**config.mk**
```make
export PLATFORM = sky130hd
export DESIGN_NAME = multicast_hash_filter_top
export DESIGN_NICKNAME = d
export VERILOG_FILES = /design/src/sv/mhf_pkg.sv /design/src/sv/multicast_hash_filter_top.sv /design/src/sv/mhf_crc_serial.sv
export SDC_FILE = /design/constraint.sdc
export NUM_CORES = 1
export LEC_CHECK = 0
export BUFFER_PORTS_ARGS = -buffer_cell sky130_fd_sc_hd__buf_2
export CAP_MARGIN = 15
export CORE_MARGIN = 2
export CORE_UTILIZATION = 45
export CTS_CLUSTER_DIAMETER = 30
export DETAILED_ROUTE_END_ITERATION = 16
export GPL_TIMING_DRIVEN = 1
export PLACE_DENSITY = 0.63
export SYNTH_ARGS = -nofsm -noshare
export SYNTH_HDL_FRONTEND = slang
export SYNTH_HIERARCHICAL = 1
export SYNTH_SLANG_ARGS = --single-unit
```
**constraint.sdc**
```tcl
create_clock -name aclk -period 4.1 [get_ports aclk]
set_input_delay 0.41 -clock aclk [delete_from_list [all_inputs] [get_ports aclk]]
set_output_delay 0.41 -clock aclk [all_outputs]
set_load 0.005 [all_outputs]
```
**src/sv/mhf_pkg.sv**
```systemverilog
package mhf_pkg;

    localparam int MAC_W      = 48;
    localparam int CRC_W      = 32;
    localparam int BUCKET_W   = 6;
    localparam int TABLE_W    = 64;
    localparam int BUCKET_LSB = 23;
    localparam int BIT_CNT_W  = $clog2(MAC_W);

    localparam logic [CRC_W-1:0] CRC_INIT = 32'hFFFF_FFFF;
    localparam logic [CRC_W-1:0] CRC_POLY = 32'hEDB8_8320;

    localparam logic JOIN_CMD  = 1'b0;
    localparam logic LEAVE_CMD = 1'b1;

    typedef struct packed {
        logic start;
    } crc_ctrl_t;

    typedef struct packed {
        logic busy;
        logic done;
    } crc_stat_t;

endpackage

```
**src/sv/multicast_hash_filter_top.sv**
```systemverilog
// Channel  | Ports                                        | Direction
// ---------+----------------------------------------------+----------
// input    | s_valid s_ready s_command s_mac_address      | in
// result   | m_valid m_ready m_bucket m_was_set           | out
//          | m_filter_table                               |
//
// Each item is accepted, passed through the bit-serial CRC unit (one address
// bit per cycle), and then used to update the table and register the result.
// s_ready is high only while the sequencer is idle, so a new item is not
// accepted until the result of the previous one has been registered.
// Reset (aresetn low, synchronous) clears the hash table and all control.
// A result that is not taken holds the output register; the finished item
// then waits with s_ready low for as long as the old result stays.
module multicast_hash_filter_top (
    input  logic                          aclk,
    input  logic                          aresetn,
    input  logic                          s_valid,
    output logic                          s_ready,
    input  logic                          s_command,
    input  logic [mhf_pkg::MAC_W-1:0]     s_mac_address,
    output logic                          m_valid,
    input  logic                          m_ready,
    output logic [mhf_pkg::BUCKET_W-1:0]  m_bucket,
    output logic                          m_was_set,
    output logic [mhf_pkg::TABLE_W-1:0]   m_filter_table
);
    import mhf_pkg::*;

    localparam logic [1:0] ST_IDLE = 2'd0;
    localparam logic [1:0] ST_CRC  = 2'd1;
    localparam logic [1:0] ST_WAIT = 2'd2;

    logic [1:0]          state_reg, state_next;
    logic                cmd_reg;
    logic [TABLE_W-1:0]  table_reg, table_next;
    logic                m_valid_reg, m_valid_next;
    logic [BUCKET_W-1:0] bucket_reg;
    logic                was_set_reg;

    crc_ctrl_t          crc_ctrl;
    crc_stat_t          crc_stat;
    logic [CRC_W-1:0]   crc;
    logic [BUCKET_W-1:0] bucket;
    logic [TABLE_W-1:0] bit_mask;
    logic               accept;
    logic               out_free;
    logic               load;

    assign s_ready        = (state_reg == ST_IDLE);
    assign accept         = s_valid && s_ready;
    assign crc_ctrl.start = accept;

    mhf_crc_serial u_crc (
        .aclk    (aclk),
        .aresetn (aresetn),
        .ctrl    (crc_ctrl),
        .mac     (s_mac_address),
        .stat    (crc_stat),
        .crc     (crc)
    );

    // crc holds its final value until the next start, so WAIT may reuse it
    assign bucket   = crc[BUCKET_LSB +: BUCKET_W];
    assign bit_mask = TABLE_W'(1) << bucket;
    assign out_free = !m_valid_reg || m_ready;
    assign load     = out_free &&
                      (((state_reg == ST_CRC) && crc_stat.done) || (state_reg == ST_WAIT));

    always_comb begin
        state_next = state_reg;
        case (state_reg)
            ST_IDLE: begin
                if (accept) state_next = ST_CRC;
            end
            ST_CRC: begin
                if (crc_stat.done) state_next = out_free ? ST_IDLE : ST_WAIT;
            end
            ST_WAIT: begin
                if (out_free) state_next = ST_IDLE;
            end
            default: state_next = ST_IDLE;
        endcase
    end

    always_comb begin
        table_next = table_reg;
        if (load) begin
            table_next = (cmd_reg == LEAVE_CMD) ? (table_reg & ~bit_mask)
                                                : (table_reg | bit_mask);
        end
    end

    always_comb begin
        m_valid_next = m_valid_reg;
        if (m_valid_reg && m_ready) m_valid_next = 1'b0;
        if (load)                   m_valid_next = 1'b1;
    end

    always_ff @(posedge aclk) begin
        if (accept) cmd_reg <= s_command;
        if (load) begin
            bucket_reg  <= bucket;
            was_set_reg <= |(table_reg & bit_mask);
        end
        if (!aresetn) begin
            state_reg   <= ST_IDLE;
            table_reg   <= '0;
            m_valid_reg <= 1'b0;
        end else begin
            state_reg   <= state_next;
            table_reg   <= table_next;
            m_valid_reg <= m_valid_next;
        end
    end

    assign m_valid        = m_valid_reg;
    assign m_bucket       = bucket_reg;
    assign m_was_set      = was_set_reg;
    assign m_filter_table = table_reg;

    // idle sequencer never overlaps a running CRC
    a_idle_not_busy: assert property (@(posedge aclk) disable iff (!aresetn)
        s_ready |-> !crc_stat.busy)
        else $error("CRC unit busy while idle");

    // CRC completion is only seen while the sequencer waits for it
    a_done_in_crc: assert property (@(posedge aclk) disable iff (!aresetn)
        crc_stat.done |-> (state_reg == ST_CRC))
        else $error("CRC done outside CRC state");

    // table moves only when a result is registered
    a_table_on_load: assert property (@(posedge aclk) disable iff (!aresetn)
        !load |=> $stable(table_reg))
        else $error("hash table changed without a result");

    // updated bucket bit matches the command of the item just finished
    a_bit_follows_cmd: assert property (@(posedge aclk) disable iff (!aresetn)
        load |=> (table_reg[bucket_reg] == ($past(cmd_reg) == JOIN_CMD)))
        else $error("bucket bit does not follow command");

endmodule

```
**src/sv/mhf_crc_serial.sv**
```systemverilog
module mhf_crc_serial (
    input  logic                      aclk,
    input  logic                      aresetn,
    input  mhf_pkg::crc_ctrl_t        ctrl,
    input  logic [mhf_pkg::MAC_W-1:0] mac,
    output mhf_pkg::crc_stat_t        stat,
    output logic [mhf_pkg::CRC_W-1:0] crc
);
    import mhf_pkg::*;

    logic [CRC_W-1:0]     crc_reg, crc_next;
    logic [MAC_W-1:0]     data_reg, data_next;
    logic [BIT_CNT_W-1:0] cnt_reg, cnt_next;
    logic                 busy_reg, busy_next;
    logic                 done_reg, done_next;
    logic [MAC_W-1:0]     mac_swapped;
    logic                 fb;

    // byte 0 moved to the bottom so bits leave in wire order from bit 0
    always_comb begin
        for (int b = 0; b < MAC_W / 8; b++) begin
            mac_swapped[8*b +: 8] = mac[MAC_W - 8 - 8*b +: 8];
        end
    end

    assign fb = data_reg[0] ^ crc_reg[0];

    always_comb begin
        crc_next  = crc_reg;
        data_next = data_reg;
        cnt_next  = cnt_reg;
        busy_next = busy_reg;
        done_next = 1'b0;
        if (ctrl.start) begin
            crc_next  = CRC_INIT;
            data_next = mac_swapped;
            cnt_next  = '0;
            busy_next = 1'b1;
        end else if (busy_reg) begin
            crc_next  = (crc_reg >> 1) ^ (fb ? CRC_POLY : '0);
            data_next = data_reg >> 1;
            cnt_next  = cnt_reg + 1'b1;
            if (cnt_reg == BIT_CNT_W'(MAC_W - 1)) begin
                busy_next = 1'b0;
                done_next = 1'b1;
            end
        end
    end

    always_ff @(posedge aclk) begin
        crc_reg  <= crc_next;
        data_reg <= data_next;
        cnt_reg  <= cnt_next;
        if (!aresetn) begin
            busy_reg <= 1'b0;
            done_reg <= 1'b0;
        end else begin
            busy_reg <= busy_next;
            done_reg <= done_next;
        end
    end

    assign stat.busy = busy_reg;
    assign stat.done = done_reg;
    assign crc       = crc_reg;

endmodule

```
==> impl_metrics.sql, run 1 <==
INSERT INTO impl_metrics (metric_group, metric, value, unit) VALUES
('outcome', 'outcome', 'finished, final reports clean', ''),
('placed_design', 'port_buffers', '125', ''),
('synthesis', 'post_synth.cell_area_avg', '10.5', 'sq um'),
('grt', 'initial_antenna_violation_count', '0', ''),
('synthesis', 'netlist_instances', '725', ''),
('die', 'die-height', '134', 'um'),
('min_path', 'min_path_type', 'in -> reg', ''),
('power_and_ir_drop', 'power_frac_comb', '0.140', ''),
('grt', 'grt_max_degree', '70', ''),
('setup_path', 'crit_cells', '4', ''),
('die', 'top_level_ports', '126', ''),
('clock_tree', 'clkSinkCount', '163', ''),
('placed_design', 'place.detailed.hpwl', '13700', 'um'),
('grt', 'grt_usage', '0.234', ''),
('sta', 'final-setup-viol-count', '0', ''),
('clock_tree', 'tritoncts', 'built', ''),
('power_and_ir_drop', 'p_per_area', '475', 'nW/um^2'),
('setup_path', 'ff2ff_path_depth', '4', ''),
('setup_path', 'required', '4440', 'ps'),
('sta', 'timing.final.max_slew_violations', '0', ''),
('die', 'start_util', '0.459', ''),
('setup_path', 'crit_path_top_delay_cell', 'dfxtp_1', ''),
('die', 'fp.dieArea', '17900', 'sq um'),
('route', 'route.final.wire_length', '20500', 'um'),
('sta', 'worst_clock_skew', '12.1', 'ps'),
('route', 'firstDrtPassIters', '5', ''),
('setup_path', 'timing.critical_path.to_type', 'register', ''),
('power_and_ir_drop', 'worst_ir_drop_vdd', '0.000317', 'V'),
('power_and_ir_drop', 'clock_power_share', '0.397', ''),
('route', 'dr_vias_cell', '5.73', ''),
('clock_tree', 'post-cts-setup-buffer-count', '0', ''),
('power_and_ir_drop', 'fraction_of_power_consumed_by_sequential_logic', '0.463', ''),
('setup_path', 'critical-path-max-stage-delay', '820', 'ps'),
('sta', 'timing.max_slew.rel_slack', '0.256', ''),
('route', 'drtIter0Drc', '649', ''),
('synthesis', 'syn_nets', '779', ''),
('placed_design', 'finalWeightedCongestion', '0.905', ''),
('setup_path', 'cp_data_arrival_time', '2850', 'ps'),
('sta', 'count_of_final_hold_check_violations', '0', ''),
('power_and_ir_drop', 'leakage', '3.36', 'nW'),
('sta', 'post-route-min-period', '2510', 'ps'),
('setup_path', 'crit_chain', 'nor2b_1 > and2_1 > a21oi_1 > nor3b_1', ''),
('grt', 'grt_pass1_vias', '6040', ''),
('finish', 'final_nets', '875', ''),
('route', 'final_routed_wire_length_divided_by_cell_count', '19.5', 'um'),
('route', 'antenna_left', '0', ''),
('synthesis', 'yosys_warnings', '6', ''),
('sta', 'grt_setup_unrepaired', 'no', ''),
('finish', 'n_antenna_cell', '0', ''),
('setup_path', 'crit_start_category', 'register', ''),
('sta', 'fmax', '398', 'MHz'),
('clock_tree', 'post_cts_resize_count', '0', ''),
('sta', 'worstMarginPinSlew', '1110', 'ps'),
('sta', 'min_period_over_period', '0.613', ''),
('min_path', 'timing.hold.worst_path_depth', '1', ''),
('power_and_ir_drop', 'cell_internal_pwr', '3.04', 'mW'),
('power_and_ir_drop', 'p_sw_frac', '0.275', ''),
('clock_tree', 'clk_latency', '430', 'ps'),
('clock_tree', 'clock_path_buffers', '2', ''),
('setup_path', 'critPathTopFamily', 'simple AND/OR/NAND/NOR gates', ''),
('clock_tree', 'clock_tree_root', 'clkbuf_16', ''),
('power_and_ir_drop', 'totalPowerFinal', '4.19', 'mW'),
('finish', 'fraction_of_final_layout_cells_with_drive_strength_greater_than_1', '0.290', ''),
('sta', 'finalSetupTns', '0', 'ps'),
('route', 'detail_route.drc_violations', '0', ''),
('setup_path', 'criticalPathCategory', 'reg -> reg', ''),
('setup_path', 'critical_path_buf_inv_count', '0', ''),
('die', 'design.core.area', '16500', 'sq um'),
('grt', 'grt_first_pass_wirelength', '32700', 'um'),
('synthesis', 'mappedNetlistArea', '7580', 'sq um'),
('route', 'via_count', '6042', ''),
('clock_tree', 'clock_buffer_count_from_cts', '17', ''),
('grt', 'grt_overflow', '0', ''),
('die', 'row_count', '47', ''),
('die', 'floorplan.die.width', '134', 'um'),
('setup_path', 'worst-path-max-fanout', '17', ''),
('clock_tree', 'cts_hold_buf', '0', ''),
('finish', 'area.growth.synth_to_final', '16.4', '%'),
('clock_tree', 'htreeDepth', '4', ''),
('job', 'max_cap_violations', '0', ''),
('power_and_ir_drop', 'power.net_switching', '1.15', 'mW'),
('clock_tree', 'clkTransAtPathRegs', '60', 'ps');
metal layers:
metal / vias to the layer above / share of wire / global-route usage
met5: - / 0 / 0
met4: 0 / 0.020 / 0.0904
met3: 41 / 0.091 / 0.0676
met2: 288 / 0.46 / 0.364
met1: 2871 / 0.43 / 0.311
li1: 2842 / - / -
cells in the final DEF, fill, tap and decap left out, types with 3 or more instances in the layout:
cell	n
nand2_1	23
and4b_1	3
nand4_1	12
o21ai_0	16
buf_4	9
clkbuf_16	19
nand2b_1	3
a211o_1	18
nor2_1	82
nor2b_1	19
and3_1	6
a31oi_1	4
o221ai_1	3
clkbuf_8	3
o21ai_1	11
mux2_2	54
inv_1	6
nor3b_1	53
nand3_1	12
dfxtp_1	107
xor2_1	16
and2b_1	5
nor3_1	6
buf_2	125
nor3b_2	7
mux2i_1	11
edfxtp_1	56
clkinv_4	3
a21oi_1	81
inv_6	3
power by group through the flow:
| stage | Combinational (mW) | Sequential, mW | Clock, mW |
|---|---|---|---|
| CTS | 0.579 | 1.94 | 1.69 |
| floorplan | 0.499 | 1.91 | 0 |
| global placement | 0.567 | 1.97 | 0 |
| global route | 0.642 | 1.96 | 1.76 |
| detailed placement | 0.576 | 1.97 | 0 |
| finish | 0.585 | 1.94 | 1.66 |
final timing paths:
| kind | start | endpoint | slack, ps |
|---|---|---|---|
| hold reg to reg | u_crc/crc[11] | u_crc/crc[10] | 460 |
| setup / recovery | u_crc/crc[23] | register | 1590 |
| hold / removal | s_command | cmd_reg | 160 |
| setup reg to reg | u_crc/crc[23] | register | 1590 |
cell type report:
cell class | instances | area (sq um)
fill | 1525 | 7700
clock inverter | 10 | 108
tap | 220 | 275
clock buffer | 22 | 517
timing repair buffer | 134 | 693
inverter | 8 | 30.0
multi-input combinational | 497 | 3380
sequential | 163 | 3820
per-stage QoR:
stage                     std cells  worst slack [ps]   util  instance area, sq um  hold WS [ps]
after CTS                      1054              1650  0.534                  8830           136
after floorplan                 725              1960      -                  7580           429
after global placement         1022              1680  0.496                  8200           435
after detailed placement       1022              1670  0.496                  8200           449
final                          1054              1590  0.534                  8830           159
after global routing           1054              1400  0.534                  8830           148
worst register-to-register path: stages (launching register included):
cell	delay, ps
dfxtp_1	820
nor2b_1	390
and2_1	770
a21oi_1	180
nor3b_1	260
Power figures use the tool's default switching activity.
==> run 2, diff against run 1 <==
Settings changed: PLACE_DENSITY 0.63 to 0.66.
Clock period 4.1 ns to 2.1 ns, I/O delays scaled along.
==> run 2 against run 1 <==
Compared with the run above:
- register-to-register slack got worse by 1400 ps
- combinational power increased to 2.5 times the previous value
- final cell count increased by 5.2%
- utilization increased by 3.0 points
- routed wire length increased by 2.9%
- largest power group unchanged
- final area increased by 5.6%
- sequential power increased by 93%
- via count increased by 5.0%
- first-iteration DRC count decreased by 20%
- flip-flop and latch count unchanged
- global-route usage increased by 0.65 points
==> impl_metrics.sql, run 2 (synthesis results as in run 1) <==
INSERT INTO impl_metrics (metric_group, metric, value, unit) VALUES
('outcome', 'outcome', 'finished, final reports clean', ''),
('clock_tree', 'tritoncts', 'built', ''),
('route', 'final_routed_wire_length_divided_by_cell_count', '19.1', 'um'),
('finish', 'final_nets', '930', ''),
('sta', 'worst_clock_skew', '13.5', 'ps'),
('grt', 'grt_pass1_vias', '6210', ''),
('power_and_ir_drop', 'power.net_switching', '2.20', 'mW'),
('route', 'dr_vias_cell', '5.72', ''),
('die', 'row_count', '47', ''),
('route', 'via_count', '6343', ''),
('finish', 'layout_commonest_cell', 'buf_2', ''),
('route', 'detail_route.drc_violations', '0', ''),
('sta', 'count_of_final_hold_check_violations', '0', ''),
('setup_path', 'worst-path-max-fanout', '27', ''),
('sta', 'post-route-min-period', '1950', 'ps'),
('clock_tree', 'clk_latency', '430', 'ps'),
('grt', 'grt_max_degree', '70', ''),
('sta', 'min_period_over_period', '0.928', ''),
('die', 'top_level_ports', '126', ''),
('grt', 'grt_overflow', '0', ''),
('grt', 'grt_first_pass_wirelength', '33500', 'um'),
('clock_tree', 'clkSinkCount', '163', ''),
('sta', 'fmax', '513', 'MHz'),
('power_and_ir_drop', 'p_per_area', '882', 'nW/um^2'),
('sta', 'timing.final.max_slew_violations', '0', ''),
('grt', 'grt_usage', '0.241', ''),
('power_and_ir_drop', 'cell_internal_pwr', '6.02', 'mW'),
('die', 'floorplan.die.width', '134', 'um'),
('min_path', 'min_path_type', 'in -> reg', ''),
('clock_tree', 'clock_path_buffers', '2', ''),
('die', 'start_util', '0.459', ''),
('sta', 'grt_setup_unrepaired', 'no', ''),
('sta', 'final-setup-viol-count', '0', ''),
('route', 'antenna_left', '0', ''),
('sta', 'timing.max_slew.rel_slack', '0.630', ''),
('setup_path', 'cp_data_arrival_time', '2120', 'ps'),
('power_and_ir_drop', 'totalPowerFinal', '8.22', 'mW'),
('power_and_ir_drop', 'power_frac_comb', '0.179', ''),
('power_and_ir_drop', 'clock_power_share', '0.365', ''),
('setup_path', 'crit_start_category', 'register', ''),
('sta', 'whs', '71.2', 'ps'),
('finish', 'fillCellCount', '1478', ''),
('placed_design', 'placement_cell_area', '8730', 'sq um'),
('finish', 'n_antenna_cell', '0', ''),
('clock_tree', 'clkTransAtPathRegs', '70', 'ps'),
('route', 'firstDrtPassIters', '5', ''),
('sta', 'worstMarginPinSlew', '555', 'ps'),
('clock_tree', 'htreeDepth', '4', ''),
('power_and_ir_drop', 'worst_ir_drop_vdd', '0.000644', 'V'),
('setup_path', 'criticalPathCategory', 'reg -> reg', ''),
('die', 'die-height', '134', 'um'),
('placed_design', 'port_buffers', '125', ''),
('finish', 'most-common-layout-cells', 'buf_2 (125), dfxtp_1 (105), nor2_1 (82), a21oi_1 (81), edfxtp_1 (56)', ''),
('route', 'route.final.wire_length', '21100', 'um'),
('die', 'fp.dieArea', '17900', 'sq um'),
('grt', 'initial_antenna_violation_count', '0', ''),
('finish', 'area.growth.synth_to_final', '22.9', '%'),
('finish', 'fraction_of_final_layout_cells_with_drive_strength_greater_than_1', '0.332', ''),
('finish', 'stdcell_area', '9320', 'sq um'),
('die', 'design.core.area', '16500', 'sq um'),
('route', 'drtIter0Drc', '521', ''),
('power_and_ir_drop', 'p_sw_frac', '0.268', ''),
('power_and_ir_drop', 'leakage', '3.65', 'nW'),
('placed_design', 'finalWeightedCongestion', '0.916', ''),
('setup_path', 'timing.critical_path.to_type', 'register', ''),
('power_and_ir_drop', 'fraction_of_power_consumed_by_sequential_logic', '0.456', ''),
('setup_path', 'required', '2270', 'ps'),
('clock_tree', 'clock_tree_root', 'clkbuf_16', ''),
('job', 'max_cap_violations', '0', ''),
('placed_design', 'place.detailed.hpwl', '15000', 'um'),
('clock_tree', 'clock_buffer_count_from_cts', '17', '');
-- run 2: cell count changes in the layout (fill, tap and decap cells not counted), moves of 2 or more --
cell       delta
clkinv_2      +2
inv_6         -2
clkbuf_16     -2
clkbuf_1      +3
buf_12       +10
buf_4        +44
dfxtp_1       -2
-- run 2: per-stage QoR --
stage	std cells	utilization	setup slack (ps)	TNS (ps)
6_report	1109	0.564	152	0
5_1_grt	1109	0.564	72.3	0
4_1_cts	1109	0.564	22.2	0
3_5_place_dp	1076	0.529	-64.1	-64.1
3_3_place_gp	1076	0.529	38.7	0
2_1_floorplan	725	-	180	0
-- run 2: path summary, 6_finish.rpt --
path	from	end	slack, ps	depth (start not counted)
setup / recovery	u_crc/crc[23]	m_was_set	150	7
hold / removal	s_mac_address[7]	u_crc/data_reg[47]	70	2
setup reg to reg	u_crc/crc[23]	m_was_set	150	7
hold reg to reg	u_crc/crc[2]	u_crc/crc[1]	460	1
-- run 2: power by group through the flow --
stage	Sequential, mW	Combinational (mW)	Clock (mW)
floorplan	3.73	0.976	0
CTS	3.74	1.45	3.07
detailed placement	3.81	1.45	0
finish	3.75	1.47	3.00
global placement	3.79	1.42	0
global route	3.78	1.58	3.21
-- run 2: repair_timing --
action                                  4_1_cts  5_1_grt
hold buffers                                  1        0
setup buffers                                 0        0
gates resized for setup                       1        3
endpoints found under the setup margin        1        1
cloned                                        0        0
hold endpoints to repair                      1        0
-- run 2: per-layer routing --
metal	GRT usage	vias up	wire length, um	share of wire
met3	0.0828	38	2010	0.095
met4	0.0845	0	456	0.022
met2	0.395	323	10100	0.48
met1	0.296	3037	8590	0.41
li1	-	2945	-	-
met5	0	-	0	0
-- run 2: final cells by class --
| type | instances | area [sq um] | share of cell area |
|---|---|---|---|
| clock buffers | 25 | 497 | 0.0533 |
| inverters | 8 | 30.0 | 0.00322 |
| repair buffers | 189 | 1230 | 0.132 |
| flip-flops and latches | 163 | 3830 | 0.411 |
| well taps | 220 | 275 | 0.0295 |
| clock inverters | 7 | 73.8 | 0.00792 |
| multi-input cells | 497 | 3380 | 0.363 |
-- run 2: critical path: stages (launching register included) --
cell	delay (ps)
dfxtp_1	400
buf_12	210
buf_4	180
and4b_1	190
o21ai_1	240
a31oi_1	150
a32oi_1	190
nand4_1	110
==> run 3, diff against run 2 <==
Settings changed: CORE_MARGIN 2 to 4, RECOVER_POWER set to 25, REMOVE_ABC_BUFFERS set to 1.
==> run 3 against run 2 <==
Compared with the run above:
- hold slack improved by 14 ps
- clock skew fell by 6.1 ps
- maximum frequency fell by 1.5%
- power hardly changed
- clock-buffer cell count down 5
- combinational power down 3%
==> impl_metrics.sql, run 3 (synthesis results as in run 1) <==
INSERT INTO impl_metrics (metric_group, metric, value, unit) VALUES
('outcome', 'outcome', 'finished, final reports clean', ''),
('clock_tree', 'htreeDepth', '4', ''),
('sta', 'grt_setup_unrepaired', 'no', ''),
('route', 'firstDrtPassIters', '5', ''),
('finish', 'fraction_of_final_layout_cells_with_drive_strength_greater_than_1', '0.278', ''),
('clock_tree', 'clkSinkCount', '163', ''),
('finish', 'final_nets', '936', ''),
('placed_design', 'place.detailed.hpwl', '15400', 'um'),
('min_path', 'min_path_type', 'in -> reg', ''),
('grt', 'initial_antenna_violation_count', '0', ''),
('setup_path', 'ff2ff_path_depth', '6', ''),
('finish', 'stdcell_area', '9230', 'sq um'),
('setup_path', 'crit_path_top_delay_cell', 'dfxtp_1', ''),
('setup_path', 'required', '2260', 'ps'),
('min_path', 'timing.hold.worst_path_depth', '2', ''),
('grt', 'grt_first_pass_wirelength', '32800', 'um'),
('sta', 'worstMarginPinSlew', '527', 'ps'),
('grt', 'grt_pass1_vias', '6085', ''),
('setup_path', 'critical_path_buf_inv_count', '1', ''),
('clock_tree', 'tritoncts', 'built', ''),
('setup_path', 'worst-path-max-fanout', '8', ''),
('placed_design', 'finalWeightedCongestion', '0.937', ''),
('route', 'drtIter0Drc', '589', ''),
('power_and_ir_drop', 'worst_ir_drop_vdd', '0.000553', 'V'),
('sta', 'worst_clock_skew', '7.40', 'ps'),
('sta', 'timing.final.max_slew_violations', '0', ''),
('finish', 'n_antenna_cell', '0', ''),
('placed_design', 'port_buffers', '125', ''),
('placed_design', 'placement_cell_area', '8710', 'sq um'),
('sta', 'final-setup-viol-count', '0', ''),
('die', 'row_count', '47', ''),
('setup_path', 'timing.critical_path.to_type', 'register', ''),
('clock_tree', 'clock_path_buffers', '2', ''),
('min_path', 'hold_endpoint', 'u_crc/data_reg[47]', ''),
('die', 'start_util', '0.459', ''),
('setup_path', 'critPathTopFamily', 'compound AO/OA/AOI/OAI gates', ''),
('clock_tree', 'clk_latency', '420', 'ps'),
('clock_tree', 'clock_tree_root', 'clkbuf_16', ''),
('die', 'fp.dieArea', '19000', 'sq um'),
('setup_path', 'r2r_end', 'm_was_set', ''),
('sta', 'min_period_over_period', '0.941', ''),
('grt', 'grt_usage', '0.226', ''),
('job', 'max_cap_violations', '0', ''),
('route', 'final_routed_wire_length_divided_by_cell_count', '18.9', 'um'),
('setup_path', 'critical-path-max-stage-delay', '460', 'ps'),
('finish', 'area.growth.synth_to_final', '21.7', '%'),
('sta', 'timing.max_slew.rel_slack', '0.646', ''),
('die', 'top_level_ports', '126', ''),
('die', 'design.core.area', '16500', 'sq um'),
('setup_path', 'crit_start_category', 'register', ''),
('sta', 'whs', '85.0', 'ps'),
('power_and_ir_drop', 'totalPowerFinal', '8.22', 'mW'),
('route', 'via_count', '6253', ''),
('sta', 'fmax', '506', 'MHz'),
('clock_tree', 'post-cts-setup-buffer-count', '0', ''),
('setup_path', 'crit_chain', 'buf_4 > mux2i_1 > o32a_1 > o221ai_1 > a2111oi_0 > nand4_1', ''),
('sta', 'finalSetupTns', '0', 'ps'),
('route', 'dr_vias_cell', '5.61', ''),
('route', 'antenna_left', '0', ''),
('setup_path', 'criticalPathCategory', 'reg -> reg', ''),
('setup_path', 'cp_data_arrival_time', '2130', 'ps'),
('die', 'floorplan.die.width', '138', 'um'),
('finish', 'fillCellCount', '1482', ''),
('grt', 'grt_max_degree', '65', ''),
('clock_tree', 'clock_buffer_count_from_cts', '17', ''),
('grt', 'grt_overflow', '0', ''),
('setup_path', 'rrSetupSlack', '120', 'ps'),
('setup_path', 'r2r-start', 'u_crc/crc[23]', ''),
('route', 'detail_route.drc_violations', '0', ''),
('finish', 'layout_commonest_cell', 'dfxtp_1', ''),
('power_and_ir_drop', 'leakage', '3.43', 'nW'),
('clock_tree', 'clkTransAtPathRegs', '60', 'ps'),
('min_path', 'hold_path_startpoint', 's_mac_address[7]', ''),
('sta', 'count_of_final_hold_check_violations', '0', ''),
('sta', 'post-route-min-period', '1980', 'ps'),
('finish', 'most-common-layout-cells', 'dfxtp_1 (103), nor2_1 (82), a21oi_1 (81), buf_2 (72), buf_4 (64)', ''),
('power_and_ir_drop', 'p_per_area', '890', 'nW/um^2'),
('finish', 'final_core_utilization', '0.559', ''),
('die', 'die-height', '138', 'um'),
('route', 'route.final.wire_length', '21100', 'um');
-- run 3: repair_timing --
item / 4_1_cts / 5_1_grt
resized for setup: 0 / 4
endpoints found under the setup margin: 0 / 5
hold buffers: 1 / 0
endpoints found under the hold margin: 1 / 0
-- run 3: per-stage QoR --
| stage | worst slack, ps | cells |
|---|---|---|
| floorplan | -1540 | 668 |
| global placement | 75.5 | 1082 |
| detailed placement | 21.0 | 1082 |
| CTS | 14.9 | 1115 |
| global route | 48.3 | 1115 |
| finish | 123 | 1115 |
-- run 3: how the worst max path moves through the flow --
stage,startpoint,end,slack [ps],cells past startpoint
global route,u_crc/crc[23],m_was_set,50,6
finish,u_crc/crc[23],m_was_set,120,6
global placement,u_crc/crc[27],m_was_set,80,6
floorplan,state_reg[1],u_crc/data_reg[0],-1540,3
detailed placement,u_crc/crc[27],m_was_set,20,6
CTS,u_crc/crc[26],register,10,6
-- run 3: where the power goes --
group | switching, mW | internal, mW
Clock | 1.24 | 1.78
Combinational | 0.759 | 0.668
Sequential | 0.195 | 3.57
Total | 2.19 | 6.02
-- run 3: metal layers --
metal | GRT usage | part of all wire | wire (um) | vias up
met2 | 0.343 | 0.45 | 9450 | 252
met4 | 0.0900 | 0.023 | 476 | 0
met5 | 0 | 0 | 0 | -
li1 | - | - | - | 2961
met3 | 0.0672 | 0.090 | 1890 | 33
met1 | 0.303 | 0.44 | 9280 | 3007
-- run 3: layout make-up --
class	instances	area (sq um)	share of cell area
clock buffers	20	447	0.0484
clock inverters	12	130	0.0141
multi-input cells	497	3370	0.365
inverters	8	30.0	0.00325
well taps	220	275	0.0298
repair buffers	195	1150	0.125
flip-flops and latches	163	3830	0.415
